**src/rtl/dnsd_pkg.sv**
```systemverilog
// Shared constants, types and codes for the DNS name decompressor.
// Used by the interfaces and every module of the block; depends on nothing.
package dnsd_pkg;

  // Sizing of the message store and the name walk.
  localparam int MSG_BYTES    = 512;
  localparam int MAX_JUMPS    = 20;
  localparam int NAME_MAX     = 255;
  localparam int CHUNK_BYTES  = 8;
  localparam int RESULT_LIMIT = 32;

  // Field widths of the channels.
  localparam int START_W    = 9;
  localparam int CHUNK_OUT  = 64;
  localparam int BYTES_OUT  = 4;
  localparam int CONS_W     = 10;

  // Derived internal widths.
  localparam int ADDR_W  = $clog2(MSG_BYTES);
  localparam int LEN_W   = $clog2(MSG_BYTES + 1);
  localparam int POS_RAW = $clog2(MSG_BYTES + 2);
  localparam int POS_W   = (POS_RAW > START_W) ? POS_RAW : START_W;
  localparam int PTR_W   = 14;
  localparam int CMP_W   = (POS_W > PTR_W) ? POS_W : PTR_W;
  localparam int LBL_W   = 6;
  localparam int JCNT_W  = $clog2(MAX_JUMPS + 1);
  localparam int NLEN_W  = $clog2(NAME_MAX + 1);
  localparam int FILL_W  = $clog2(CHUNK_BYTES + 1);
  localparam int RES_W   = $clog2(RESULT_LIMIT);
  localparam int CHUNK_W = 8 * CHUNK_BYTES;

  // Opcodes of an input transaction.
  localparam logic OP_LOAD  = 1'b0;
  localparam logic OP_PARSE = 1'b1;

  // Top two bits of a length byte.
  localparam logic [1:0] TAG_LABEL = 2'b00;
  localparam logic [1:0] TAG_PTR   = 2'b11;

  localparam logic [7:0] CHAR_DOT = 8'h2E;

  // Result status codes.
  typedef enum logic [1:0] {
    ST_MORE = 2'd0,
    ST_OK   = 2'd1,
    ST_BAD  = 2'd2,
    ST_LONG = 2'd3
  } dnsd_status_t;

  // Walker sequencer states.
  typedef enum logic [2:0] {
    S_IDLE,
    S_TAG,
    S_TAGD,
    S_PTRD,
    S_LBL,
    S_PUT,
    S_FIN
  } dnsd_state_t;

  // Message store access from the walker.
  typedef struct packed {
    logic              wr_en;
    logic [ADDR_W-1:0] wr_addr;
    logic [7:0]        wr_data;
    logic              rd_en;
    logic [ADDR_W-1:0] rd_addr;
  } dnsd_ram_req_t;

  // Command to the chunk assembler.
  typedef struct packed {
    logic       clr;
    logic       put;
    logic [7:0] ch;
  } dnsd_asm_cmd_t;

  // Response of the chunk assembler.
  typedef struct packed {
    logic               put_long;
    logic               put_emit;
    logic               name_any;
    logic [CHUNK_W-1:0] full_chunk;
    logic [CHUNK_W-1:0] cur_chunk;
    logic [FILL_W-1:0]  cur_fill;
  } dnsd_asm_rsp_t;

  // Result item handed to the output register.
  typedef struct packed {
    logic                 load;
    logic [CHUNK_OUT-1:0] chunk;
    logic [BYTES_OUT-1:0] bytes;
    dnsd_status_t         status;
    logic [CONS_W-1:0]    consumed;
    logic                 last;
  } dnsd_emit_t;

endpackage

```
**src/rtl/dnsd_chunk_asm.sv**
```systemverilog
// Chunk assembler: packs name characters into chunks and tracks name length
// and the number of chunks sent. Depends on dnsd_pkg.
module dnsd_chunk_asm import dnsd_pkg::*; (
  input  logic          clk,
  input  logic          rst_n,
  input  dnsd_asm_cmd_t cmd,
  output dnsd_asm_rsp_t rsp
);

  logic [CHUNK_W-1:0] chunk_r;
  logic [FILL_W-1:0]  fill_r;
  logic [NLEN_W-1:0]  name_len_r;
  logic [RES_W-1:0]   res_cnt_r;
  logic [CHUNK_W-1:0] merged;
  logic               full;
  logic               too_long;

  // Insert the character at the fill position and judge the limits.
  always_comb begin
    merged = chunk_r;
    for (int i = 0; i < CHUNK_BYTES; i++) begin
      if (fill_r == FILL_W'(i)) begin
        merged[8*i +: 8] = cmd.ch;
      end
    end
    full     = (fill_r == FILL_W'(CHUNK_BYTES - 1));
    too_long = (name_len_r >= NLEN_W'(NAME_MAX)) ||
               (full && (res_cnt_r >= RES_W'(RESULT_LIMIT - 1)));
  end

  assign rsp.put_long   = too_long;
  assign rsp.put_emit   = full && !too_long;
  assign rsp.name_any   = (name_len_r != '0);
  assign rsp.full_chunk = merged;
  assign rsp.cur_chunk  = chunk_r;
  assign rsp.cur_fill   = fill_r;

  // Assembler registers; a full chunk leaves through the walker.
  always_ff @(posedge clk) begin
    if (!rst_n) begin
      chunk_r    <= '0;
      fill_r     <= '0;
      name_len_r <= '0;
      res_cnt_r  <= '0;
    end else if (cmd.clr) begin
      chunk_r    <= '0;
      fill_r     <= '0;
      name_len_r <= '0;
      res_cnt_r  <= '0;
    end else if (cmd.put && !too_long) begin
      name_len_r <= name_len_r + NLEN_W'(1);
      if (full) begin
        chunk_r   <= '0;
        fill_r    <= '0;
        res_cnt_r <= res_cnt_r + RES_W'(1);
      end else begin
        chunk_r <= merged;
        fill_r  <= fill_r + FILL_W'(1);
      end
    end
  end

endmodule

```
**config.mk**
```make
export PLATFORM = sky130hd
export DESIGN_NAME = dnsd_chunk_asm
export DESIGN_NICKNAME = d
export VERILOG_FILES = /design/src/rtl/dnsd_pkg.sv /design/src/rtl/dnsd_chunk_asm.sv
export SDC_FILE = /design/constraint.sdc
export NUM_CORES = 1
export LEC_CHECK = 0
export BUFFER_PORTS_ARGS = -buffer_cell sky130_fd_sc_hd__buf_2
export CAP_MARGIN = 40
export CORE_AREA = 3 3 94 96
export CTS_CLUSTER_DIAMETER = 200
export DETAILED_ROUTE_END_ITERATION = 12
export DIE_AREA = 0 0 97 99
export PLACE_DENSITY = 0.85
export SLEW_MARGIN = 0
export SYNTH_ARGS = -nofsm -noshare
export SYNTH_HDL_FRONTEND = slang
export SYNTH_SLANG_ARGS = --single-unit
```
**constraint.sdc**
```tcl
create_clock -name clk -period 3.6 [get_ports clk]
set_clock_uncertainty 0.2 [all_clocks]
set_input_delay 0.54 -clock clk [delete_from_list [all_inputs] [get_ports clk]]
set_output_delay 0.54 -clock clk [all_outputs]
set_load 0.03 [all_outputs]
```
After elaboration in Yosys (flattened, before gate mapping)
Index checks and enable logic that the tools add are counted.
{"block": "totals", "regBits": 81, "input_bits": 12, "out_inout_bits": 135, "elab_cells": 36}
{"block": "op_classes", "addsub": 3, "n_lt_le_gt_ge": 2, "n_eq_ne": 7, "mux": 10, "bitwise": 1, "reduce_logical": 9}
{"cell": "two-way mux 64 bit", "count": 1}
{"cell": "two-way mux 8 bit", "count": 8}
{"cell": "== test 4 x 3 -> 1 bit (second input constant)", "count": 4}
{"cell": "adder 8 x 1 -> 8 bit (second input constant)", "count": 1}
{"cell": "== test 4 x 2 -> 1 bit (second input constant)", "count": 2}
{"cell": "greater-or-equal comparator 8 bit (second input constant)", "count": 1}
{"cell": "nonzero test 8 bit", "count": 1}
{"cell": "adder 5 x 1 -> 5 bit (second input constant)", "count": 1}
{"cell": "greater-or-equal comparator 5 bit (second input constant)", "count": 1}
{"cell": "adder 4 x 1 -> 4 bit (second input constant)", "count": 1}
{"cell": "== test 4 x 1 -> 1 bit (second input constant)", "count": 1}
{"cell": "logical NOT 4 bit", "count": 1}
{"cell": "two-way mux 4 bit", "count": 1}
{"cell": "logical AND 1 bit", "count": 3}
{"cell": "AND reduction 2 bit", "count": 1}
{"cell": "OR reduction 2 bit", "count": 1}
{"cell": "logical NOT 1 bit", "count": 1}
{"cell": "logical OR 1 bit", "count": 1}
{"cell": "NOT 1 bit", "count": 1}

Depth between registers and ports, before layout
Gate-level depths: netlist of the first run.
{"block": "logic_depth", "ltp_word": 6, "mapped_depth": 9, "depth_no_buf": 7}

Least setup slack after synthesis of the first run
Ideal clock, no wire load.
{"block": "synth_path", "path_type": "register to output", "startpoint": "reg fill_r[0]", "endpoint": "out rsp[98] in the netlist's numbering", "arrival_ps": 2020, "t_required_ps": 2860, "setup_slack_ps": 840, "path_stages_with_launch": 6, "path_buffers": 1, "path_cell_list": "dfxtp_1 ha_1 inv_1 nor3_2 clkbuf_1 mux2_2"}
{"item": "start, declared", "line": "dnsd_chunk_asm.sv:11", "rtl": "logic [FILL_W-1:0] fill_r;"}
{"item": "start signal, assigned", "line": "dnsd_chunk_asm.sv:58", "rtl": "fill_r <= fill_r + FILL_W'(1);"}
{"item": "end, declared", "line": "dnsd_chunk_asm.sv:7", "rtl": "output dnsd_asm_rsp_t rsp"}

==> results of run 1 <==
## layer usage
layer / vias to the layer above / wire length (um)
met5: - / 0
met2: 244 / 6380
met1: 2111 / 5280
li1: 2099 / -
met4: 0 / 346
met3: 29 / 1330
## registers in the layout, summed over array words and instances, names as in the netlist
signal and cells:
fill_r 4, name_len_r 8, res_cnt_r 5, chunk_r 64
## layout make-up
type / instances / area [um2] / area share
Multi-Input combinational cell: 369 / 2460 / 0.462
Sequential cell: 81 / 1620 / 0.305
Timing Repair Buffer: 157 / 830 / 0.156
Clock buffer: 11 / 141 / 0.0266
Tap cell: 105 / 131 / 0.0247
Clock inverter: 5 / 103 / 0.0193
Inverter: 8 / 30.0 / 0.00565
## worst max-delay path: stages (launching register included)
cell and delay, ns:
dfxtp_1 0.34, ha_1 0.22, and3_1 0.18, ha_1 0.22, and4b_1 0.23, a21oi_1 0.41
o21ai_0 0.20, nor2_1 0.12, buf_2 0.21
## Yosys cell counts, types with 3 or more instances
library cell,n
nand4_1,25
nor2_1,4
buf_2,9
nand2_1,66
inv_1,8
dfxtp_1,81
nand2b_1,4
nand3_1,45
o31ai_1,5
ha_1,8
clkbuf_1,34
and3_1,11
o21ai_0,39
o211ai_1,24
nand3b_1,4
o41ai_1,3
or4_1,5
a21oi_1,45
mux2_2,56
buf_1,3
## path summary, 6_finish.rpt
| path | from | to | slack (ns) | depth (start not counted) |
|---|---|---|---|---|
| min reg2reg | chunk_r[50] | chunk_r[50] | 0.29 | 2 |
| min | chunk_r[50] | chunk_r[50] | 0.29 | 2 |
| max reg2reg | fill_r[0] | res_cnt_r[0] | 0.88 | 6 |
| max | res_cnt_r[0] | rsp[133] | 0.38 | 8 |
## metrics by stage
stage	cells	utilization	hold slack [ns]	instance area, um2
6_report	736	0.653	0.295	5310
5_1_grt	736	0.653	0.305	5310
4_1_cts	736	0.653	0.296	5310
3_5_place_dp	720	0.623	0.282	5070
3_3_place_gp	718	0.619	0.267	5040
2_1_floorplan	506	-	0.264	4290
## kinds of logic after synthesis
family / Yosys count
compound gates: 126
fa+ha+maj: 8
buf+inv: 56
flops: 81
mux: 58
simple gates: 177
## where the power goes
group | internal (uW) | switching, uW | total [uW]
registers | 901 | 6.44 | 907
clock network | 479 | 328 | 807
logic | 46.3 | 130 | 177
total | 1430 | 465 | 1890
==> metrics, run 1 <==
status=complete, no violations; TritonCTS Sinks=81; worst skew pair latency=0.35 ns; IO buf count=between 100 and 150; number of global-route vias before repair=4282; commonest non-fill, non-tap cell in the layout=buf_2; Setup crit end kind=primary output; Fmax achieved=0.311 GHz; first-pass GRT wire length=around 22 mm; post-synthesis mux area share=0.152; min Tclk post-route=between 3 and 4 ns; syn avg cell area=8.48 um2; via count=roughly 4500; Distinct cells, synth=42; ANT nets after route=0; Synth Area in Adders=0.0233; Compound-Gate Fraction of Synth Area=0.181; CORE AREA=8130 um2; largest net degree at the start of global routing=44; Synth Warn #=0; M1 GR Usage=0.341; die area=9600 um2; fraction of layout cells with a size suffix above 1=0.372; Hold Buf Count CTS=0; number of vias per cell=between 6 and 7; area share of the leading cell type in the synthesized netlist=0.378; Total Power=~1900 uW; WL/cell=18.1 um; sequential share of the synthesized area=0.378; Hold Vio Cnt, Final=0; HPWL after DPL=9.04 mm; NumNets Final=about 650; CP startpoint kind=flop; initial antenna violation count=0; GPL Wtd Cong=0.912; Die Span X=97 um; dominant cell type by area after synthesis=dfxtp_1; CTS tree=yes; ys flop type=dfxtp_1; Least-Margin Pin Slew=0.711 ns; Tightest Hold Check Type=reg2reg; final worst slack=0.380 ns; height of the die=between 90 and 100 um; Rows=33; synthesis-to-layout area growth=23.8%; arrival time of the worst setup path=2.48 ns; count of final setup violators=0; Static Leak=0.00240 uW; Slew Viols, Final=0; I/O pin count=between 100 and 150; Crit Path Class=reg2out; RSZ-0062 raised after global routing=no; Worst slew margin=0.525; DRT Pass-1 Iters=5; Synth Net Count=526; clk root buf=clkbuf_8; gr busiest metal=met2; met3 Usage GRT=0.0672; Antenna Cells=0; EDFF count, synth=0; CP Max Fanout=6; asr flop ratio synth=0; fin crit share=0.895; Area contributors post-synth=dfxtp_1, mux2_2, nand2_1; Worst EP required=2.86 ns; Place WS=0.801 ns; drt total wl=13.3 mm; Final TNS setup=0 ns; cells after synthesis=506; GRT met2 Usage=0.447; CTS Buf Count=9; total of max-cap violations=0; number of DRC markers in iteration 0=~280; setup bufs post-CTS=0; VDD IR-drop max=between 0.2 and 0.25 mV; pwr dens=356 nW/um2; Tot GR Track Use=0.273; maximum buffer depth of the clock tree=2; H-tree depth=3; simple-gate portion of the synthesized area=0.212; drc violations=0; Synth Cell Area=approximately 4300 um2; PostCTS Resize Cnt=0; Filler cells=approximately 690; most frequent cells in the layout=buf_2, dfxtp_1, nand2_1; XOR/XNOR Fraction of Synth Area=0; Initial Util=0.528; combinational family with the most area after synthesis=simple AND/OR/NAND/NOR gates; CTS clk-pin slew, worst paths=roughly 0.08 ns; Yosys reg bits=81; grt ovf=0
Power figures use the tool's default switching activity.
==> run 2: changes to the inputs <==
- CORE_AREA: 3 3 94 96 -> 5 5 96 98
- DIE_AREA: 0 0 97 99 -> 0 0 101 103
==> metrics, run 2 (synthesis results as in run 1) <==
Antenna Cells=0 (unchanged); HPWL after DPL=9.23 mm (+2.2%); maximum buffer depth of the clock tree=2 (unchanged); die area=10400 um2 (+8.3%); PostCTS Resize Cnt=0 (unchanged); clk root buf=clkbuf_8; Hold Vio Cnt, Final=0 (unchanged); setup bufs post-CTS=0 (unchanged); IO buf count=146 (unchanged); Placed Area=5060 um2 (about the same); worst skew pair latency=0.35 ns (about the same); combinational share of power=0.102 (+0.009); drc violations=0 (unchanged); CTS Buf Count=9 (unchanged); Hold Buf Count CTS=0 (unchanged); number of DRC markers in iteration 0=213 (-25%); Final TNS setup=0 ns (unchanged); CTS clk-pin slew, worst paths=0.08 ns (about the same); Fmax achieved=0.313 GHz (+0.72%); clock network power share=0.374 (-0.053); Tightest Hold Check Type=reg2reg; TritonCTS Sinks=81 (unchanged); NumNets Final=645 (-0.15%); cell internal pwr=1280 uW (-11%); pwr dens=330 nW/um2 (-7.4%); Worst slew margin=0.390 (-0.135); GPL Wtd Cong=0.877 (-3.9%); CP most frequent cell=ha_1; Post-Layout Inst Area=5250 um2 (-1.2%); grt ovf=0 (unchanged); min Tclk post-route=3.20 ns (-0.0229 ns); I/O pin count=147 (unchanged); Tot GR Track Use=0.251 (-0.0219); CP Max Fanout=6 (unchanged); Static Leak=0.00237 uW (-1.1%); status=complete, no violations; total of max-cap violations=0 (unchanged); count of final setup violators=0 (unchanged); VDD IR-drop max=0.221 mV (+6.0%); fin crit share=0.888 (-0.00636); Rows=34 (+3.0%); ANT nets after route=0 (unchanged); Setup crit end kind=primary output; RSZ-0062 raised after global routing=no; DRT Pass-1 Iters=5 (unchanged); largest net degree at the start of global routing=45 (+2.3%); Largest regs=chunk_r: 64 flops, name_len_r: 8 flops, res_cnt_r: 5 flops; share of power burned in registers=0.525 (+0.045); Biggest register=chunk_r; initial antenna violation count=0 (unchanged); CORE AREA=8380 um2 (+3.0%); Crit Path Class=reg2out; number of vias per cell=6.01 (-1.3%); CP startpoint kind=flop; height of the die=103 um (+4.0%); setup slack, reg-to-reg=0.67 ns (-0.21 ns); number of global-route vias before repair=4177 (-2.5%); WL/cell=18.1 um (-0.14%); CP max stage delay=0.39 ns (-0.02 ns); drt total wl=13.3 mm (-0.14%); arrival time of the worst setup path=2.46 ns (-0.02 ns); Slew Viols, Final=0 (unchanged); synthesis-to-layout area growth=22.2%; via count=4424 (-1.3%); Die Span X=101 um (+4.1%); critical path's slowest cell=a21oi_1; H-tree depth=3 (unchanged); fraction of layout cells with a size suffix above 1=0.371 (-0.00141); first-pass GRT wire length=20.9 mm (-3.0%); Worst EP required=2.86 ns (about the same); Least-Margin Pin Slew=0.915 ns (+0.204 ns); most frequent cells in the layout=buf_2, dfxtp_1, nand2_1; Net Switching=454 uW (-2.4%); switching share of power=0.262 (+0.0165); Initial Util=0.512 (-0.0155); worst-path cell chain=ha_1, and3_1, ha_1, and4b_1, a21oi_1, o21ai_0, nor2_1, buf_2; CTS tree=yes; max reg flops=64 (unchanged); commonest non-fill, non-tap cell in the layout=buf_2; Filler cells=730 (+5.6%)
==> run 2: changes by cell type in the layout (fill, tap and decap cells not counted) <==
cell and delta:
bufinv_16 -2, clkinv_2 +2, buf_4 -1, clkbuf_1 -1, clkinvlp_4 -1
==> run 2: path summary, 6_finish.rpt <==
path	startpoint	to	cells past startpoint
setup reg to reg	res_cnt_r[0]	name_len_r[2]	8
hold / removal	chunk_r[24]	chunk_r[24]	2
hold reg to reg	chunk_r[24]	chunk_r[24]	2
setup / recovery	res_cnt_r[0]	rsp[133]	8
==> run 2: power by group through the flow <==
stage / clock network (uW) / registers (uW) / logic, uW
after detailed placement: 0 / 929 / 174
final: 646 / 908 / 176
after CTS: 656 / 907 / 175
after global routing: 692 / 909 / 186
after floorplan: 0 / 937 / 109
after global placement: 0 / 928 / 168
==> run 2: worst max-delay path: cells and delay by family (launching register included) <==
family	cells	cell delay [ns]
fa+ha+maj	2	0.44
buf+inv	1	0.21
simple gates	3	0.53
flops	1	0.34
compound gates	2	0.59
==> run 2: layout make-up <==
cell class	count	area [um2]	area share
Timing Repair Buffer	156	822	0.157
Inverter	8	30.0	0.00572
Clock buffer	10	138	0.0262
Clock inverter	4	45.0	0.00858
Multi-Input combinational cell	369	2460	0.468
Tap cell	108	135	0.0258
Sequential cell	81	1620	0.309
==> run 2: through the flow <==
| stage | std cells | power [uW] | hold slack, ns | utilization | worst slack [ns] |
|---|---|---|---|---|---|
| global route | 736 | 1790 | 0.308 | 0.626 | 0.201 |
| CTS | 736 | 1740 | 0.290 | 0.626 | 0.382 |
| global placement | 720 | 1100 | 0.267 | 0.601 | 0.810 |
| floorplan | 506 | 1050 | 0.264 | - | 0.840 |
| finish | 736 | 1730 | 0.294 | 0.626 | 0.403 |
| detailed placement | 722 | 1100 | 0.276 | 0.604 | 0.728 |
==> run 2: layer usage <==
layer | vias up | wire [um] | global-route usage
li1 | 2097 | - | -
met1 | 2084 | 5390 | 0.321
met2 | 220 | 6390 | 0.413
met3 | 23 | 1240 | 0.0535
met4 | 0 | 296 | 0.101
met5 | - | 0 | 0
==> run 3: changes to the inputs <==
- BUFFER_PORTS_ARGS: -buffer_cell sky130_fd_sc_hd__buf_2 -> -buffer_cell sky130_fd_sc_hd__buf_4
- PLACE_DENSITY: 0.85 -> default
- PLACE_DENSITY_LB_ADDON: default -> 0.08
==> metrics, run 3 (synthesis results as in run 1) <==
total of max-cap violations=0 (unchanged); NumNets Final=644 (-0.16%); TritonCTS Sinks=81 (unchanged); RSZ-0062 raised after global routing=no; R2R Path End=fill_r[2]; largest net degree at the start of global routing=71 (+58%); setup bufs post-CTS=0 (unchanged); Worst EP required=2.86 ns (about the same); Post-Layout Inst Area=5680 um2 (+8.2%); fin crit share=0.883 (-0.00476); H-tree depth=3 (unchanged); drc violations=0 (unchanged); HPWL after DPL=9.28 mm (+0.53%); Die Span X=101 um (unchanged); PostCTS Resize Cnt=0 (unchanged); min Tclk post-route=3.18 ns (-0.0171 ns); synthesis-to-layout area growth=32.2%; Tightest Hold Check Type=reg2reg; worst skew pair latency=0.35 ns (about the same); clk root buf=clkbuf_8; max reg flops=64 (unchanged); number of DRC markers in iteration 0=225 (+5.6%); CORE AREA=8380 um2 (unchanged); pwr dens=336 nW/um2 (+2.1%); IO buf count=146 (unchanged); Final Non-Filler Cells=736 (unchanged); Antenna Cells=0 (unchanged); drt total wl=13.6 mm (+2.3%); setup slack, reg-to-reg=0.88 ns (+0.21 ns); worst r2r src=res_cnt_r[0]; CTS Buf Count=9 (unchanged); Crit Path Class=reg2out; most frequent cells in the layout=buf_4, dfxtp_1, nand2_1; crit path to=rsp[133]; I/O pin count=147 (unchanged); Static Leak=0.00239 uW (+1.1%); Fmax achieved=0.314 GHz (+0.54%); reg2reg path depth=8 (unchanged); ANT nets after route=0 (unchanged); maximum buffer depth of the clock tree=2 (unchanged); grt ovf=0 (unchanged); arrival time of the worst setup path=2.44 ns (-0.02 ns); VDD IR-drop max=0.191 mV (-14%); initial antenna violation count=0 (unchanged); CP startpoint=res_cnt_r[0]; status=complete, no violations; Tot GR Track Use=0.253 (+0.00213); WL/cell=18.5 um (+2.3%); Biggest register=chunk_r; CP most frequent cell=ha_1; number of vias per cell=5.98 (-0.57%); Hold Buf Count CTS=0 (unchanged); Final TNS setup=0 ns (unchanged); number of global-route vias before repair=4067 (-2.6%); fraction of layout cells with a size suffix above 1=0.371 (unchanged); GPL Wtd Cong=0.818 (-6.8%); CP Max Fanout=6 (unchanged); CP startpoint kind=flop; Least-Margin Pin Slew=0.914 ns (-0.00128 ns); Hold Vio Cnt, Final=0 (unchanged); Filler cells=741 (+1.5%); commonest non-fill, non-tap cell in the layout=buf_4; Placed Area=5430 um2 (+7.3%); worst-path cell chain=ha_1, and3_1, ha_1, and4b_1, a21oi_1, o21ai_0, nor2_1, buf_4; count of final setup violators=0 (unchanged); height of the die=103 um (unchanged); Rows=34 (unchanged); Initial Util=0.512 (unchanged); Worst slew margin=0.389 (-0.000438); die area=10400 um2 (unchanged); critical path's slowest cell=a21oi_1; Largest regs=chunk_r: 64 flops, name_len_r: 8 flops, res_cnt_r: 5 flops; CP max stage delay=0.39 ns (about the same); CTS tree=yes; via count=4399 (-0.57%); CTS clk-pin slew, worst paths=0.09 ns (about the same); Setup crit end kind=primary output; DRT Pass-1 Iters=5 (unchanged); Slew Viols, Final=0 (unchanged); Inst Count DP=721 (-0.14%); first-pass GRT wire length=21.0 mm (+0.40%)
==> run 3: cell types whose count changed in the layout (fill, tap and decap cells not counted), sizes merged <==
cell,previous run,this run
bufinv,1,3
buf,156,155
clkinv,3,2
==> run 3: where the power goes <==
group          switching (uW)  total, uW  internal [uW]
sequential               6.63        908            901
clock                     334        810            476
combinational             132        192           60.0
==> run 3: worst min-delay path by stage <==
stage | from | to | slack, ns | cells past startpoint
finish | chunk_r[47] | chunk_r[47] | 0.30 | 2
global route | chunk_r[37] | chunk_r[37] | 0.32 | 2
CTS | chunk_r[49] | chunk_r[49] | 0.29 | 2
detailed placement | chunk_r[49] | chunk_r[49] | 0.28 | 2
global placement | chunk_r[35] | chunk_r[35] | 0.27 | 2
floorplan | name_len_r[6] | name_len_r[6] | 0.26 | 2
==> run 3: cell type report <==
cell class / count / area [um2] / share of cell area
Clock inverter: 5 / 104 / 0.0183
Clock buffer: 10 / 138 / 0.0243
Timing Repair Buffer: 155 / 1190 / 0.210
Inverter: 8 / 30.0 / 0.00529
Tap cell: 108 / 135 / 0.0238
Sequential cell: 81 / 1620 / 0.286
Multi-Input combinational cell: 369 / 2460 / 0.433
==> run 3: per-stage QoR <==
step                hold WS, ns  setup WS, ns  total power (uW)   util
floorplan                 0.264         0.840              1050      -
global placement          0.271         0.851              1110  0.643
detailed placement        0.282         0.815              1120  0.648
CTS                       0.294         0.411              1910  0.677
global route              0.319         0.249              1970  0.677
finish                    0.296         0.420              1910  0.677
==> run 3: layer usage <==
layer	track usage	part of all wire	vias up
met3	0.0792	0.091	17
li1	-	-	2101
met2	0.397	0.46	196
met1	0.332	0.43	2085
met4	0.0828	0.016	0
met5	0	0	-
==> run 3: worst max-delay path: cells and delay by family (launching register included) <==
family,cells,cell delay [ns]
DFF,1,0.34
buffers and inverters,1,0.18
and+or+nand+nor,3,0.54
AOI/OAI and AO/OA,2,0.59
adders and majority gates,2,0.43
