$ cat src/rtl/dnsd_pkg.sv
// Shared constants, types and codes for the DNS name decompressor.
// Used by the interfaces and every module of the block; depends on nothing.
package dnsd_pkg;

  // Sizing of the message store and the name walk.
  localparam int MSG_BYTES    = 512;
  localparam int MAX_JUMPS    = 20;
  localparam int NAME_MAX     = 255;
  localparam int CHUNK_BYTES  = 8;
  localparam int RESULT_LIMIT = 32;

  // Field widths of the channels.
  localparam int START_W    = 9;
  localparam int CHUNK_OUT  = 64;
  localparam int BYTES_OUT  = 4;
  localparam int CONS_W     = 10;

  // Derived internal widths.
  localparam int ADDR_W  = $clog2(MSG_BYTES);
  localparam int LEN_W   = $clog2(MSG_BYTES + 1);
  localparam int POS_RAW = $clog2(MSG_BYTES + 2);
  localparam int POS_W   = (POS_RAW > START_W) ? POS_RAW : START_W;
  localparam int PTR_W   = 14;
  localparam int CMP_W   = (POS_W > PTR_W) ? POS_W : PTR_W;
  localparam int LBL_W   = 6;
  localparam int JCNT_W  = $clog2(MAX_JUMPS + 1);
  localparam int NLEN_W  = $clog2(NAME_MAX + 1);
  localparam int FILL_W  = $clog2(CHUNK_BYTES + 1);
  localparam int RES_W   = $clog2(RESULT_LIMIT);
  localparam int CHUNK_W = 8 * CHUNK_BYTES;

  // Opcodes of an input transaction.
  localparam logic OP_LOAD  = 1'b0;
  localparam logic OP_PARSE = 1'b1;

  // Top two bits of a length byte.
  localparam logic [1:0] TAG_LABEL = 2'b00;
  localparam logic [1:0] TAG_PTR   = 2'b11;

  localparam logic [7:0] CHAR_DOT = 8'h2E;

  // Result status codes.
  typedef enum logic [1:0] {
    ST_MORE = 2'd0,
    ST_OK   = 2'd1,
    ST_BAD  = 2'd2,
    ST_LONG = 2'd3
  } dnsd_status_t;

  // Walker sequencer states.
  typedef enum logic [2:0] {
    S_IDLE,
    S_TAG,
    S_TAGD,
    S_PTRD,
    S_LBL,
    S_PUT,
    S_FIN
  } dnsd_state_t;

  // Message store access from the walker.
  typedef struct packed {
    logic              wr_en;
    logic [ADDR_W-1:0] wr_addr;
    logic [7:0]        wr_data;
    logic              rd_en;
    logic [ADDR_W-1:0] rd_addr;
  } dnsd_ram_req_t;

  // Command to the chunk assembler.
  typedef struct packed {
    logic       clr;
    logic       put;
    logic [7:0] ch;
  } dnsd_asm_cmd_t;

  // Response of the chunk assembler.
  typedef struct packed {
    logic               put_long;
    logic               put_emit;
    logic               name_any;
    logic [CHUNK_W-1:0] full_chunk;
    logic [CHUNK_W-1:0] cur_chunk;
    logic [FILL_W-1:0]  cur_fill;
  } dnsd_asm_rsp_t;

  // Result item handed to the output register.
  typedef struct packed {
    logic                 load;
    logic [CHUNK_OUT-1:0] chunk;
    logic [BYTES_OUT-1:0] bytes;
    dnsd_status_t         status;
    logic [CONS_W-1:0]    consumed;
    logic                 last;
  } dnsd_emit_t;

endpackage

$ cat src/rtl/dnsd_walker.sv
// Name walker: sequencer that appends message bytes and walks encoded names
// through one shared bounds comparator. Depends on dnsd_pkg.
module dnsd_walker import dnsd_pkg::*; (
  input  logic               clk,
  input  logic               rst_n,
  input  logic               in_valid,
  output logic               in_ready,
  input  logic               in_opcode,
  input  logic [7:0]         in_data_byte,
  input  logic [START_W-1:0] in_start_offset,
  output dnsd_ram_req_t      ram_req,
  input  logic [7:0]         ram_rd_data,
  output dnsd_asm_cmd_t      asm_cmd,
  input  dnsd_asm_rsp_t      asm_rsp,
  input  logic               out_free,
  output dnsd_emit_t         emit
);

  dnsd_state_t       state_r, state_nxt;
  logic [LEN_W-1:0]  len_r, len_nxt;
  logic [POS_W-1:0]  pos_r, pos_nxt;
  logic [POS_W-1:0]  start_r, start_nxt;
  logic [POS_W-1:0]  resume_r, resume_nxt;
  logic              jumped_r, jumped_nxt;
  logic [JCNT_W-1:0] jcnt_r, jcnt_nxt;
  logic [LBL_W-1:0]  cnt_r, cnt_nxt;
  logic [LBL_W-1:0]  hi_r, hi_nxt;
  logic              dot_r, dot_nxt;
  dnsd_status_t      fin_r, fin_nxt;

  logic [POS_W-1:0]  pos_inc1;
  logic [POS_W-1:0]  pos_inc2;
  logic [JCNT_W-1:0] jcnt_inc;
  logic [PTR_W-1:0]  ptr;
  logic [CMP_W-1:0]  cmp_op;
  logic              in_bounds;

  assign pos_inc1  = pos_r + POS_W'(1);
  assign pos_inc2  = pos_r + POS_W'(2);
  assign jcnt_inc  = jcnt_r + JCNT_W'(1);
  assign ptr       = {hi_r, ram_rd_data};

  // Shared bounds comparator: every position check goes through here.
  assign in_bounds = (cmp_op < CMP_W'(len_r));

  // State and working registers.
  always_ff @(posedge clk) begin
    if (!rst_n) begin
      state_r  <= S_IDLE;
      len_r    <= '0;
      pos_r    <= '0;
      start_r  <= '0;
      resume_r <= '0;
      jumped_r <= 1'b0;
      jcnt_r   <= '0;
      cnt_r    <= '0;
      hi_r     <= '0;
      dot_r    <= 1'b0;
      fin_r    <= ST_OK;
    end else begin
      state_r  <= state_nxt;
      len_r    <= len_nxt;
      pos_r    <= pos_nxt;
      start_r  <= start_nxt;
      resume_r <= resume_nxt;
      jumped_r <= jumped_nxt;
      jcnt_r   <= jcnt_nxt;
      cnt_r    <= cnt_nxt;
      hi_r     <= hi_nxt;
      dot_r    <= dot_nxt;
      fin_r    <= fin_nxt;
    end
  end

  // Sequencer: next state, datapath controls and result items.
  always_comb begin
    state_nxt  = state_r;
    len_nxt    = len_r;
    pos_nxt    = pos_r;
    start_nxt  = start_r;
    resume_nxt = resume_r;
    jumped_nxt = jumped_r;
    jcnt_nxt   = jcnt_r;
    cnt_nxt    = cnt_r;
    hi_nxt     = hi_r;
    dot_nxt    = dot_r;
    fin_nxt    = fin_r;

    in_ready        = 1'b0;
    cmp_op          = CMP_W'(pos_r);
    ram_req.wr_en   = 1'b0;
    ram_req.wr_addr = len_r[ADDR_W-1:0];
    ram_req.wr_data = in_data_byte;
    ram_req.rd_en   = 1'b0;
    ram_req.rd_addr = pos_r[ADDR_W-1:0];
    asm_cmd.clr     = 1'b0;
    asm_cmd.put     = 1'b0;
    asm_cmd.ch      = dot_r ? CHAR_DOT : ram_rd_data;
    emit.load       = 1'b0;
    emit.chunk      = '0;
    emit.bytes      = '0;
    emit.status     = ST_MORE;
    emit.consumed   = '0;
    emit.last       = 1'b0;

    unique case (state_r)
      S_IDLE: begin
        in_ready = 1'b1;
        if (in_valid) begin
          if (in_opcode == OP_PARSE) begin
            pos_nxt     = POS_W'(in_start_offset);
            start_nxt   = POS_W'(in_start_offset);
            resume_nxt  = '0;
            jumped_nxt  = 1'b0;
            jcnt_nxt    = '0;
            asm_cmd.clr = 1'b1;
            state_nxt   = S_TAG;
          end else if (len_r < LEN_W'(MSG_BYTES)) begin
            ram_req.wr_en = 1'b1;
            len_nxt       = len_r + LEN_W'(1);
          end
        end
      end

      // Check the position and read a length or pointer byte.
      S_TAG: begin
        if (!in_bounds) begin
          fin_nxt   = ST_BAD;
          state_nxt = S_FIN;
        end else begin
          ram_req.rd_en = 1'b1;
          state_nxt     = S_TAGD;
        end
      end

      // Decode the length byte.
      S_TAGD: begin
        cmp_op = CMP_W'(pos_inc1);
        if (ram_rd_data == '0) begin
          if (!jumped_r) begin
            resume_nxt = pos_inc1;
          end
          fin_nxt   = ST_OK;
          state_nxt = S_FIN;
        end else if (ram_rd_data[7:6] == TAG_PTR) begin
          if (!in_bounds) begin
            fin_nxt   = ST_BAD;
            state_nxt = S_FIN;
          end else begin
            ram_req.rd_en   = 1'b1;
            ram_req.rd_addr = pos_inc1[ADDR_W-1:0];
            hi_nxt          = ram_rd_data[LBL_W-1:0];
            state_nxt       = S_PTRD;
          end
        end else if (ram_rd_data[7:6] != TAG_LABEL) begin
          fin_nxt   = ST_BAD;
          state_nxt = S_FIN;
        end else begin
          cnt_nxt = ram_rd_data[LBL_W-1:0];
          pos_nxt = pos_inc1;
          if (asm_rsp.name_any) begin
            dot_nxt   = 1'b1;
            state_nxt = S_PUT;
          end else begin
            state_nxt = S_LBL;
          end
        end
      end

      // Follow a compression pointer.
      S_PTRD: begin
        cmp_op = CMP_W'(ptr);
        if (!in_bounds) begin
          fin_nxt   = ST_BAD;
          state_nxt = S_FIN;
        end else begin
          if (!jumped_r) begin
            resume_nxt = pos_inc2;
            jumped_nxt = 1'b1;
          end
          jcnt_nxt = jcnt_inc;
          if (jcnt_inc >= JCNT_W'(MAX_JUMPS)) begin
            fin_nxt   = ST_BAD;
            state_nxt = S_FIN;
          end else begin
            pos_nxt   = POS_W'(ptr);
            state_nxt = S_TAG;
          end
        end
      end

      // Read the next label character, or go back for the next label.
      S_LBL: begin
        if (cnt_r == '0) begin
          state_nxt = S_TAG;
        end else if (!in_bounds) begin
          fin_nxt   = ST_BAD;
          state_nxt = S_FIN;
        end else begin
          ram_req.rd_en = 1'b1;
          dot_nxt       = 1'b0;
          state_nxt     = S_PUT;
        end
      end

      // Add one character; a chunk that fills leaves at once.
      S_PUT: begin
        if (out_free) begin
          asm_cmd.put = 1'b1;
          if (asm_rsp.put_long) begin
            fin_nxt   = ST_LONG;
            state_nxt = S_FIN;
          end else begin
            if (asm_rsp.put_emit) begin
              emit.load  = 1'b1;
              emit.chunk = CHUNK_OUT'(asm_rsp.full_chunk);
              emit.bytes = BYTES_OUT'(CHUNK_BYTES);
            end
            if (!dot_r) begin
              pos_nxt = pos_inc1;
              cnt_nxt = cnt_r - LBL_W'(1);
            end
            state_nxt = S_LBL;
          end
        end
      end

      // Final result item, then the message is cleared.
      S_FIN: begin
        if (out_free) begin
          emit.load   = 1'b1;
          emit.status = fin_r;
          emit.last   = 1'b1;
          if (fin_r == ST_OK) begin
            emit.chunk    = CHUNK_OUT'(asm_rsp.cur_chunk);
            emit.bytes    = BYTES_OUT'(asm_rsp.cur_fill);
            emit.consumed = CONS_W'(resume_r - start_r);
          end
          len_nxt   = '0;
          state_nxt = S_IDLE;
        end
      end

      default: begin
        state_nxt = S_IDLE;
      end
    endcase
  end

endmodule

$ cat config.mk
export PLATFORM = sky130hd
export DESIGN_NAME = dnsd_walker
export DESIGN_NICKNAME = d
export VERILOG_FILES = /design/src/rtl/dnsd_pkg.sv /design/src/rtl/dnsd_walker.sv
export SDC_FILE = /design/constraint.sdc
export NUM_CORES = 1
export LEC_CHECK = 0
export ABC_AREA = 1
export BUFFER_PORTS_ARGS = -buffer_cell sky130_fd_sc_hd__buf_2
export CAP_MARGIN = 0
export CORE_ASPECT_RATIO = 1.75
export CORE_MARGIN = 5
export CORE_UTILIZATION = 25
export CTS_CLUSTER_DIAMETER = 120
export DETAILED_ROUTE_END_ITERATION = 6
export RECOVER_POWER = 25
export SYNTH_ARGS = -nofsm -noshare
export SYNTH_HDL_FRONTEND = slang
export SYNTH_SLANG_ARGS = --single-unit
$ cat constraint.sdc
create_clock -name clk -period 2.95 [get_ports clk]
set_clock_uncertainty 0.15 [all_clocks]
set_input_delay 0.295 -clock clk [delete_from_list [all_inputs] [get_ports clk]]
set_output_delay 0.295 -clock clk [all_outputs]
set_load 0.01 [all_outputs]
# ---- Yosys cells after proc, flatten, opt, wreduce, memory -nomap -nowiden
# Index checks and enable logic that the tools add are counted.
dict set report word_totals {
  wordCells 170
  reg_bits 63
  input_bits 165
  out_inout_bits 121
}
dict set report classes {
  eq_ne 30
  n_reduce_logical 21
  muxes 98
  n_bitwise 1
  magnitude_cmp 3
  addsub 6
}
# operator n
set op_table {}
lappend op_table {{two-way mux 10 bit} 24}
lappend op_table {{two-way mux 69 bit} 3}
lappend op_table {{case mux 69 bit (2 select lines)} 1}
lappend op_table {{two-way mux 82 bit} 1}
lappend op_table {{two-way mux 68 bit} 1}
lappend op_table {{inequality test 2 bit, second input constant} 20}
lappend op_table {{case mux 10 bit (4 select lines)} 1}
lappend op_table {{two-way mux 3 bit} 12}
lappend op_table {{two-way mux 6 bit} 6}
lappend op_table {{case mux 10 bit (3 select lines)} 1}
lappend op_table {{case mux 14 bit (2 select lines)} 1}
lappend op_table {{two-way mux 1 bit} 22}
lappend op_table {{two-way mux 2 bit} 11}
lappend op_table {{case mux 3 bit (7 select lines)} 1}
lappend op_table {{AND reduction 7 bit} 3}
lappend op_table {{adder 10 x 1 -> 10 bit, second input constant} 2}
lappend op_table {{case mux 10 bit (2 select lines)} 1}
lappend op_table {{two-way mux 5 bit} 3}
lappend op_table {{less-than comparator 14 x 10 -> 1 bit} 1}
lappend op_table {{two-way mux 13 bit} 1}
lappend op_table {{case mux 6 bit (2 select lines)} 1}
lappend op_table {{AND reduction 4 bit} 3}
lappend op_table {{AND reduction 11 bit} 1}
lappend op_table {{adder 10 x 2 -> 10 bit, second input constant} 1}
lappend op_table {{29 further kinds} 37}

# ---- Longest topological paths before layout
# Gate-level depths: netlist of the first run.
dict set report logic_depth {
  word_depth 7
  ltp_mapped 19
  depth_no_buf 19
}

# ---- Worst setup path before layout of the first run
# OpenSTA, ideal clock, no wires.
dict set report synth_timing {
  path_type {reg-to-output}
  start {register pos_r[2]}
  end {output ram_req[3] (netlist name)}
  required_ns 2.505
  n_path_buf 1
  path_slack_ns -0.290
  stages_incl_launch_ff 16
  arrival_time_ns 2.795
  path_cell_list {dfxtp_1 > ha_1 > nand2_1 > nor2_1 > nand2_1 > nor2_1 > nand2_1 > xor2_1 > or2_0 > o211ai_1 > ha_1 > a21oi_1 > o311a_2 > nand4_4 > buf_2 > o21ai_0}
}
# item line_no
set synth_rtl {}
lappend synth_rtl {{start, declared} dnsd_walker.sv:21} ;# logic [POS_W-1:0] pos_r, pos_nxt;
lappend synth_rtl {{start signal, assigned} dnsd_walker.sv:63} ;# pos_r <= pos_nxt;
lappend synth_rtl {{end, declared} dnsd_walker.sv:11} ;# output dnsd_ram_req_t ram_req,

==> impl_metrics.xml, run 1 <==
<?xml version="1.0" encoding="UTF-8"?>
<metrics>
  <group name="outcome">
    <metric name="run_status" unit="">finished, violations left</metric>
    <metric name="failed_checks" unit="">negative setup slack</metric>
  </group>
  <group name="critical_path">
    <metric name="worstSetupStartpointType" unit="">flop</metric>
    <metric name="timing.critical_path.slowest_cell_delay" unit="ps">370</metric>
    <metric name="worst-setup-path-type" unit="">reg -&gt; out</metric>
    <metric name="crit_family" unit="">simple AND/OR/NAND/NOR gates</metric>
    <metric name="critPathBufInv" unit="">2</metric>
    <metric name="cpMostUsedCell" unit="">nand2_1</metric>
    <metric name="timing.critical_path.required" unit="ps">2510</metric>
    <metric name="worst_ep_arrival_time" unit="ps">3070</metric>
    <metric name="worstPathCellList" unit="">ha_4 -&gt; nand3_1 -&gt; nor2_2 -&gt; xor2_1 -&gt; nand2_1 -&gt; o211ai_1 -&gt; ha_1 -&gt; nand2_1 -&gt; nor2_1 -&gt; a211oi_1 -&gt; nand2_1 -&gt; nand2_2 -&gt; nand4_4 -&gt; buf_8 -&gt; nand2_1 -&gt; o21ai_2 -&gt; buf_2</metric>
    <metric name="crit_slowest_cell" unit="">dfxtp_4</metric>
    <metric name="max_fo_critical_path" unit="">10</metric>
    <metric name="end_kind" unit="">output pin</metric>
  </group>
  <group name="drt">
    <metric name="drt-initial-drc-count" unit="">304</metric>
    <metric name="post-route-drc-count" unit="">0</metric>
    <metric name="detail-route-antenna-nets" unit="">0</metric>
    <metric name="route.vias.total" unit="">7313</metric>
    <metric name="drtPass1Iterations" unit="">5</metric>
    <metric name="routed_wl" unit="mm">25.4</metric>
    <metric name="wl_per_cell" unit="um">16.4</metric>
    <metric name="via_per_inst" unit="">4.71</metric>
  </group>
  <group name="layout">
    <metric name="mostFrequentLayoutCells" unit="">buf_2 (250), nand2_1 (200), inv_1 (154), o21ai_0 (103), buf_4 (91)</metric>
    <metric name="layoutNonFillerInstCount" unit="">1553</metric>
    <metric name="nNetsFinal" unit="">1446</metric>
    <metric name="area_growth" unit="%">55.2</metric>
    <metric name="most_common_cell_after_layout_fill_and_taps_aside" unit="">buf_2</metric>
    <metric name="drive_above_1_share" unit="%">38.3</metric>
    <metric name="num_antenna_cells" unit="">0</metric>
  </group>
  <group name="clock_network">
    <metric name="clk-insertion-delay-late" unit="ps">340</metric>
    <metric name="clockRootBuffer" unit="">clkbuf_16</metric>
    <metric name="cts.htree.levels" unit="">3</metric>
    <metric name="clock_tree.buffer_depth" unit="">2</metric>
    <metric name="cts_tree" unit="">yes</metric>
    <metric name="clk_pin_slew" unit="ps">50</metric>
    <metric name="number_of_buffers_added_by_the_clock_tree_synthesis_step" unit="">9</metric>
    <metric name="postCtsHoldBufs" unit="">0</metric>
    <metric name="clock_sink_count" unit="">63</metric>
  </group>
  <group name="synthesis">
    <metric name="postSynthAreaPerCell" unit="um2">5.99</metric>
    <metric name="synth-seq-cells" unit="">63</metric>
    <metric name="synth.yosys.seq_area_share" unit="%">23.0</metric>
    <metric name="most_frequently_used_flop_master_after_synthesis" unit="">dfxtp_1</metric>
    <metric name="synth_cell_type_count" unit="">45</metric>
    <metric name="total_nets_after_synthesis" unit="">1104</metric>
    <metric name="synth-edff-count" unit="">0</metric>
    <metric name="synthCells" unit="">914</metric>
    <metric name="mappedNetlistArea" unit="mm2">0.00548</metric>
    <metric name="synth-async-reset-ratio" unit="%">0</metric>
    <metric name="ys_warn_count" unit="">0</metric>
  </group>
  <group name="grt">
    <metric name="grt_pass1_wl" unit="mm">36.9</metric>
    <metric name="number_of_global_route_vias_before_repair" unit="">7202</metric>
    <metric name="global_route.usage.total" unit="%">19.2</metric>
    <metric name="grt_start_max_net_pins" unit="">57</metric>
    <metric name="grt_antenna_before_repair" unit="">0</metric>
    <metric name="overflow" unit="">0</metric>
  </group>
  <group name="sta">
    <metric name="final_max_tran_viols" unit="">0</metric>
    <metric name="timing_worst_slew_pin_value" unit="ps">768</metric>
    <metric name="finalWorstPathRequiredPeriod" unit="ps">3520</metric>
    <metric name="whs" unit="ps">90.3</metric>
    <metric name="finalCritPeriodShare" unit="%">119</metric>
    <metric name="setup-violations-final" unit="">48</metric>
    <metric name="report.final.hold_viol_count" unit="">0</metric>
    <metric name="max_clock_freq" unit="GHz">0.284</metric>
    <metric name="post-route-worst-setup-slack" unit="ps">-566</metric>
    <metric name="max_slew_margin" unit="%">48.6</metric>
    <metric name="rsz0062_at_grt" unit="">yes</metric>
  </group>
  <group name="floorplanning">
    <metric name="placeable_area" unit="mm2">0.0216</metric>
    <metric name="initial_core_util" unit="%">25.4</metric>
    <metric name="placement_rows" unit="">71</metric>
    <metric name="die_width" unit="um">122</metric>
    <metric name="floorplan.die_area" unit="mm2">0.0251</metric>
    <metric name="floorplan.die.height" unit="um">206</metric>
    <metric name="ios" unit="">286</metric>
  </group>
  <group name="power_and_ir_drop">
    <metric name="total_power" unit="mW">5.60</metric>
    <metric name="power_density" unit="mW/mm2">659</metric>
    <metric name="leakagePower" unit="nW">4.38</metric>
    <metric name="ir_drop" unit="V">0.000803</metric>
  </group>
  <group name="placed_design">
    <metric name="gp_congestion" unit="">0.967</metric>
    <metric name="dp.final_hpwl" unit="mm">20.7</metric>
    <metric name="portBuffers" unit="">269</metric>
    <metric name="numPlacedInstances" unit="">1515</metric>
  </group>
  <group name="min_path">
    <metric name="min-delay-path-class" unit="">in -&gt; reg</metric>
  </group>
  <group name="flow_run">
    <metric name="maxCapViolCount" unit="">0</metric>
  </group>
</metrics>
-- worst min-delay path, cell delays in order --
cell and delay, ps:
buf_2 110, nor2_1 50, nor2_1 80
-- layout make-up --
cell class	count	area, um2
Fill cell	2346	13100
Multi-Input combinational cell	639	3640
Timing Repair Buffer	379	2280
Sequential cell	63	1270
Inverter	164	628
Tap cell	292	365
Clock buffer	12	246
Clock inverter	4	70.1
-- path summary, 6_finish.rpt --
| kind | from | endpoint | slack [ps] | depth (start not counted) |
|---|---|---|---|---|
| max | pos_r[1]$_SDFFE_PN0P_ | ram_req[4] | -570 | 17 |
| max reg2reg | pos_r[1]$_SDFFE_PN0P_ | pos_r[1]$_SDFFE_PN0P_ | -310 | 20 |
| min | in_start_offset[0] | start_r[0]$_SDFFE_PN0P_ | 90 | 3 |
| min reg2reg | hi_r[5]$_SDFFE_PN0P_ | hi_r[5]$_SDFFE_PN0P_ | 310 | 2 |
-- routing by layer --
metal	global-route usage (%)	wire length (um)	vias to the layer above
li1	-	-	3622
met1	17.0	8360	3300
met2	37.5	13400	319
met3	4.90	2230	72
met4	11.7	1420	0
met5	0	0	-
-- kinds of logic after synthesis --
| logic type | count (synthesis) | share of synthesized area, % |
|---|---|---|
| flops | 63 | 23.0 |
| xor+xnor | 11 | 1.76 |
| simple gates | 354 | 28.2 |
| buf+inv | 213 | 16.1 |
| fa+ha+maj | 25 | 5.85 |
| compound gates | 248 | 25.0 |
-- synth_stat cells, types with 2 or more instances --
library cell,number,area (um2)
nand3_2,3,30.0
nand4_1,3,18.8
a31oi_1,5,31.3
nor4_1,2,12.5
o21ai_0,127,636
xor2_1,7,61.3
o211ai_1,11,82.6
nor3_1,13,65.1
nand2_4,3,33.8
inv_1,157,589
nor2_2,3,18.8
a211oi_1,4,30.0
a21oi_1,71,355
buf_4,19,143
nand3_1,35,175
clkbuf_1,24,90.1
ha_1,24,300
nor2_4,2,22.5
dfxtp_1,63,1260
a21oi_2,10,87.6
o31ai_1,2,15.0
inv_2,6,22.5
o21a_1,4,30.0
buf_2,4,20.0
or2_2,4,25.0
o21ai_1,7,35.0
o221ai_1,2,17.5
nand2_2,10,62.6
nand2_1,208,781
nor2_1,63,236
xnor2_1,4,35.0
-- state kept, by name (all words and copies together) (netlist names) --
| signal | count |
|---|---|
| cnt_r | 6 |
| dot_r | 1 |
| fin_r | 2 |
| hi_r | 6 |
| jcnt_r | 5 |
| jumped_r | 1 |
| len_r | 10 |
| pos_r | 10 |
| resume_r | 10 |
| start_r | 9 |
| state_r | 3 |
-- power breakdown --
| part | switching [mW] | internal (mW) | leakage (nW) |
|---|---|---|---|
| sequential | 0.105 | 1.00 | 0.515 |
| combinational | 1.86 | 1.48 | 3.71 |
| clock | 0.392 | 0.760 | 0.157 |
| total | 2.36 | 3.25 | 4.38 |
-- per-stage QoR --
step | instance area, um2 | setup slack, ps | utilization, % | setup TNS, ps
5_1_grt | 8500 | -740 | 39.4 | -21130
4_1_cts | 8370 | -514 | 38.8 | -9140
3_5_place_dp | 7730 | -508 | 35.8 | -11850
6_report | 8500 | -566 | 39.4 | -11960
3_3_place_gp | 7730 | -454 | 35.8 | -9180
2_1_floorplan | 5570 | -31.8 | - | -171
-- timing repair --
item / CTS / global route
setup buffers: 12 / 8
resized for setup: 74 / 25
pin swaps: 14 / 10
gates cloned: 1 / 1
endpoints found under the setup margin: 49 / 73
Note: power is estimated with default switching activity, not from simulation.
==> run 2, diff against run 1 <==
Settings changed: SKIP_LAST_GASP from default to 1.
==> impl_metrics.xml, run 2 (synthesis gave the netlist of run 1 again) <==
<?xml version="1.0" encoding="UTF-8"?>
<metrics>
  <group name="outcome">
    <metric name="run_status" unit="">finished, violations left</metric>
    <metric name="failed_checks" unit="">negative setup slack</metric>
  </group>
  <group name="grt">
    <metric name="global_route.usage.total" unit="%">19.2</metric>
    <metric name="overflow" unit="">0</metric>
    <metric name="grt_pass1_wl" unit="mm">36.9</metric>
    <metric name="number_of_global_route_vias_before_repair" unit="">7197</metric>
    <metric name="grt_start_max_net_pins" unit="">57</metric>
    <metric name="grt_antenna_before_repair" unit="">0</metric>
  </group>
  <group name="clock_network">
    <metric name="postCtsHoldBufs" unit="">0</metric>
    <metric name="cts_tree" unit="">yes</metric>
    <metric name="clock_sink_count" unit="">63</metric>
    <metric name="clock_tree.buffer_depth" unit="">2</metric>
    <metric name="clk_pin_slew" unit="ps">50</metric>
    <metric name="clk-insertion-delay-late" unit="ps">340</metric>
    <metric name="number_of_buffers_added_by_the_clock_tree_synthesis_step" unit="">9</metric>
    <metric name="clockRootBuffer" unit="">clkbuf_16</metric>
    <metric name="cts.htree.levels" unit="">3</metric>
  </group>
  <group name="layout">
    <metric name="nNetsFinal" unit="">1446</metric>
    <metric name="reg_top3" unit="">len_r: 10 flops, pos_r: 10 flops, resume_r: 10 flops</metric>
    <metric name="layoutNonFillerInstCount" unit="">1553</metric>
    <metric name="area_growth" unit="%">55.2</metric>
    <metric name="num_antenna_cells" unit="">0</metric>
    <metric name="drive_above_1_share" unit="%">38.2</metric>
    <metric name="most_common_cell_after_layout_fill_and_taps_aside" unit="">buf_2</metric>
    <metric name="mostFrequentLayoutCells" unit="">buf_2 (250), nand2_1 (201), inv_1 (154), o21ai_0 (106), buf_4 (91)</metric>
    <metric name="filler_cell_count" unit="">2348</metric>
  </group>
  <group name="critical_path">
    <metric name="worstSetupPathDepth" unit="">17</metric>
    <metric name="worstPathCellList" unit="">inv_1 -&gt; nor3_4 -&gt; buf_12 -&gt; buf_4 -&gt; nand2_1 -&gt; o211ai_1 -&gt; ha_1 -&gt; nand2_1 -&gt; nand2_1 -&gt; nand2_1 -&gt; nand2_1 -&gt; nand2_2 -&gt; nand4_4 -&gt; buf_8 -&gt; nand2_1 -&gt; o21ai_2 -&gt; buf_2</metric>
    <metric name="regToRegSetupSlack" unit="ps">-310</metric>
    <metric name="max_fo_critical_path" unit="">11</metric>
    <metric name="worst_r2r_endpoint" unit="">pos_r[1]$_SDFFE_PN0P_</metric>
    <metric name="rr_startpoint" unit="">state_r[1]$_SDFFE_PN0P_</metric>
    <metric name="cp_endpoint" unit="">ram_req[4]</metric>
    <metric name="worst_ep_arrival_time" unit="ps">3070</metric>
    <metric name="cpMostUsedCell" unit="">nand2_1</metric>
    <metric name="worst-setup-path-type" unit="">reg -&gt; out</metric>
    <metric name="crit_slowest_cell" unit="">dfxtp_1</metric>
    <metric name="worstSetupStartpointType" unit="">flop</metric>
    <metric name="timing.critical_path.required" unit="ps">2510</metric>
    <metric name="end_kind" unit="">output pin</metric>
    <metric name="r2r_cells" unit="">20</metric>
    <metric name="crit_family" unit="">simple AND/OR/NAND/NOR gates</metric>
    <metric name="timing.critical_path.slowest_cell_delay" unit="ps">390</metric>
    <metric name="critPathBufInv" unit="">5</metric>
    <metric name="worstSetupStartpoint" unit="">state_r[1]$_SDFFE_PN0P_</metric>
  </group>
  <group name="drt">
    <metric name="routed_wl" unit="mm">25.4</metric>
    <metric name="wl_per_cell" unit="um">16.4</metric>
    <metric name="via_per_inst" unit="">4.69</metric>
    <metric name="post-route-drc-count" unit="">0</metric>
    <metric name="drt-initial-drc-count" unit="">282</metric>
    <metric name="route.vias.total" unit="">7277</metric>
    <metric name="detail-route-antenna-nets" unit="">0</metric>
    <metric name="drtPass1Iterations" unit="">5</metric>
  </group>
  <group name="floorplanning">
    <metric name="floorplan.die.height" unit="um">206</metric>
    <metric name="ios" unit="">286</metric>
    <metric name="placeable_area" unit="mm2">0.0216</metric>
    <metric name="placement_rows" unit="">71</metric>
    <metric name="floorplan.die_area" unit="mm2">0.0251</metric>
    <metric name="die_width" unit="um">122</metric>
    <metric name="initial_core_util" unit="%">25.4</metric>
  </group>
  <group name="power_and_ir_drop">
    <metric name="leakagePower" unit="nW">4.38</metric>
    <metric name="netSwitchingFraction" unit="%">42.0</metric>
    <metric name="ir_drop" unit="V">0.000799</metric>
    <metric name="power.share.combinational" unit="%">59.6</metric>
    <metric name="sequential_share_of_power" unit="%">19.9</metric>
    <metric name="power.net_switching" unit="mW">2.35</metric>
    <metric name="power_report.internal_total" unit="mW">3.24</metric>
    <metric name="power_density" unit="mW/mm2">658</metric>
    <metric name="power_share_of_the_clock_group" unit="%">20.6</metric>
  </group>
  <group name="sta">
    <metric name="timing_worst_slew_pin_value" unit="ps">771</metric>
    <metric name="whs" unit="ps">91.2</metric>
    <metric name="setup-violations-final" unit="">48</metric>
    <metric name="max_slew_margin" unit="%">48.4</metric>
    <metric name="post-route-worst-setup-slack" unit="ps">-563</metric>
    <metric name="max_clock_freq" unit="GHz">0.285</metric>
    <metric name="totalNegativeSetupSlack" unit="ps">-11810</metric>
    <metric name="final_max_tran_viols" unit="">0</metric>
    <metric name="rsz0062_at_grt" unit="">yes</metric>
    <metric name="finalWorstPathRequiredPeriod" unit="ps">3510</metric>
    <metric name="report.final.hold_viol_count" unit="">0</metric>
    <metric name="finalCritPeriodShare" unit="%">119</metric>
  </group>
  <group name="min_path">
    <metric name="timing.hold.worst.start" unit="">in_start_offset[0]</metric>
    <metric name="min-delay-path-class" unit="">in -&gt; reg</metric>
  </group>
  <group name="flow_run">
    <metric name="maxCapViolCount" unit="">0</metric>
  </group>
  <group name="placed_design">
    <metric name="dp.final_hpwl" unit="mm">20.7</metric>
    <metric name="gp_congestion" unit="">0.967</metric>
    <metric name="numPlacedInstances" unit="">1515</metric>
    <metric name="portBuffers" unit="">269</metric>
  </group>
</metrics>
[run 2: cell counts in the layout (fill, tap and decap cells not counted)]
No cell type changed its count.
[run 2: worst register-to-register path: cells and delay by family, from the launching register on]
family | cells | cell delay (ps)
and+or+nand+nor | 10 | 940
adders and majority gates | 1 | 330
AOI/OAI and AO/OA | 3 | 410
DFF | 1 | 390
buffers and inverters | 6 | 920
[run 2: cell type report]
type                    instances  area [um2]  share of cell area (%)
clock inverters                 4        70.1                   0.825
clock buffers                  12         246                    2.90
flip-flops and latches         63        1270                    15.0
inverters                     164         628                    7.39
well taps                     292         365                    4.30
repair buffers                379        2280                    26.8
multi-input cells             639        3640                    42.8
[run 2: power groups by stage]
stage	registers [mW]	clock network, mW	logic [mW]
2_1_floorplan	1.11	0	1.60
3_3_place_gp	1.11	0	2.74
3_5_place_dp	1.12	0	2.76
4_1_cts	1.11	1.17	3.16
5_1_grt	1.12	1.20	3.60
6_report	1.11	1.15	3.33
[run 2: how the worst min path moves through the flow]
| stage | cells past startpoint | endpoint |
|---|---|---|
| finish | 3 | start_r[0]$_SDFFE_PN0P_ |
| global route | 3 | hi_r[1]$_SDFFE_PN0P_ |
| CTS | 3 | hi_r[1]$_SDFFE_PN0P_ |
| global placement | 2 | hi_r[4]$_SDFFE_PN0P_ |
| detailed placement | 2 | hi_r[5]$_SDFFE_PN0P_ |
| floorplan | 2 | hi_r[3]$_SDFFE_PN0P_ |
[run 2: metal layers]
layer,routed length (um),vias up,GRT usage (%)
met5,0,-,0
met4,1400,0,11.7
met3,2160,70,4.90
met2,13500,310,37.5
met1,8350,3283,17.0
li1,-,3614,-
[run 2: what timing repair did]
item                                    4_1_cts  5_1_grt
setup buffers                                12        8
pin swaps                                    14       10
endpoints found under the setup margin       49       73
cloned                                        1        1
resized for setup                            70       25
[run 2: through the flow]
step | area (um2) | setup WS, ps | power [mW] | utilization, %
after floorplan | 5570 | -31.8 | 2.71 | -
after global placement | 7730 | -454 | 3.85 | 35.8
after detailed placement | 7730 | -508 | 3.87 | 35.8
after CTS | 8370 | -514 | 5.44 | 38.8
after global routing | 8500 | -740 | 5.92 | 39.4
final | 8500 | -563 | 5.59 | 39.4
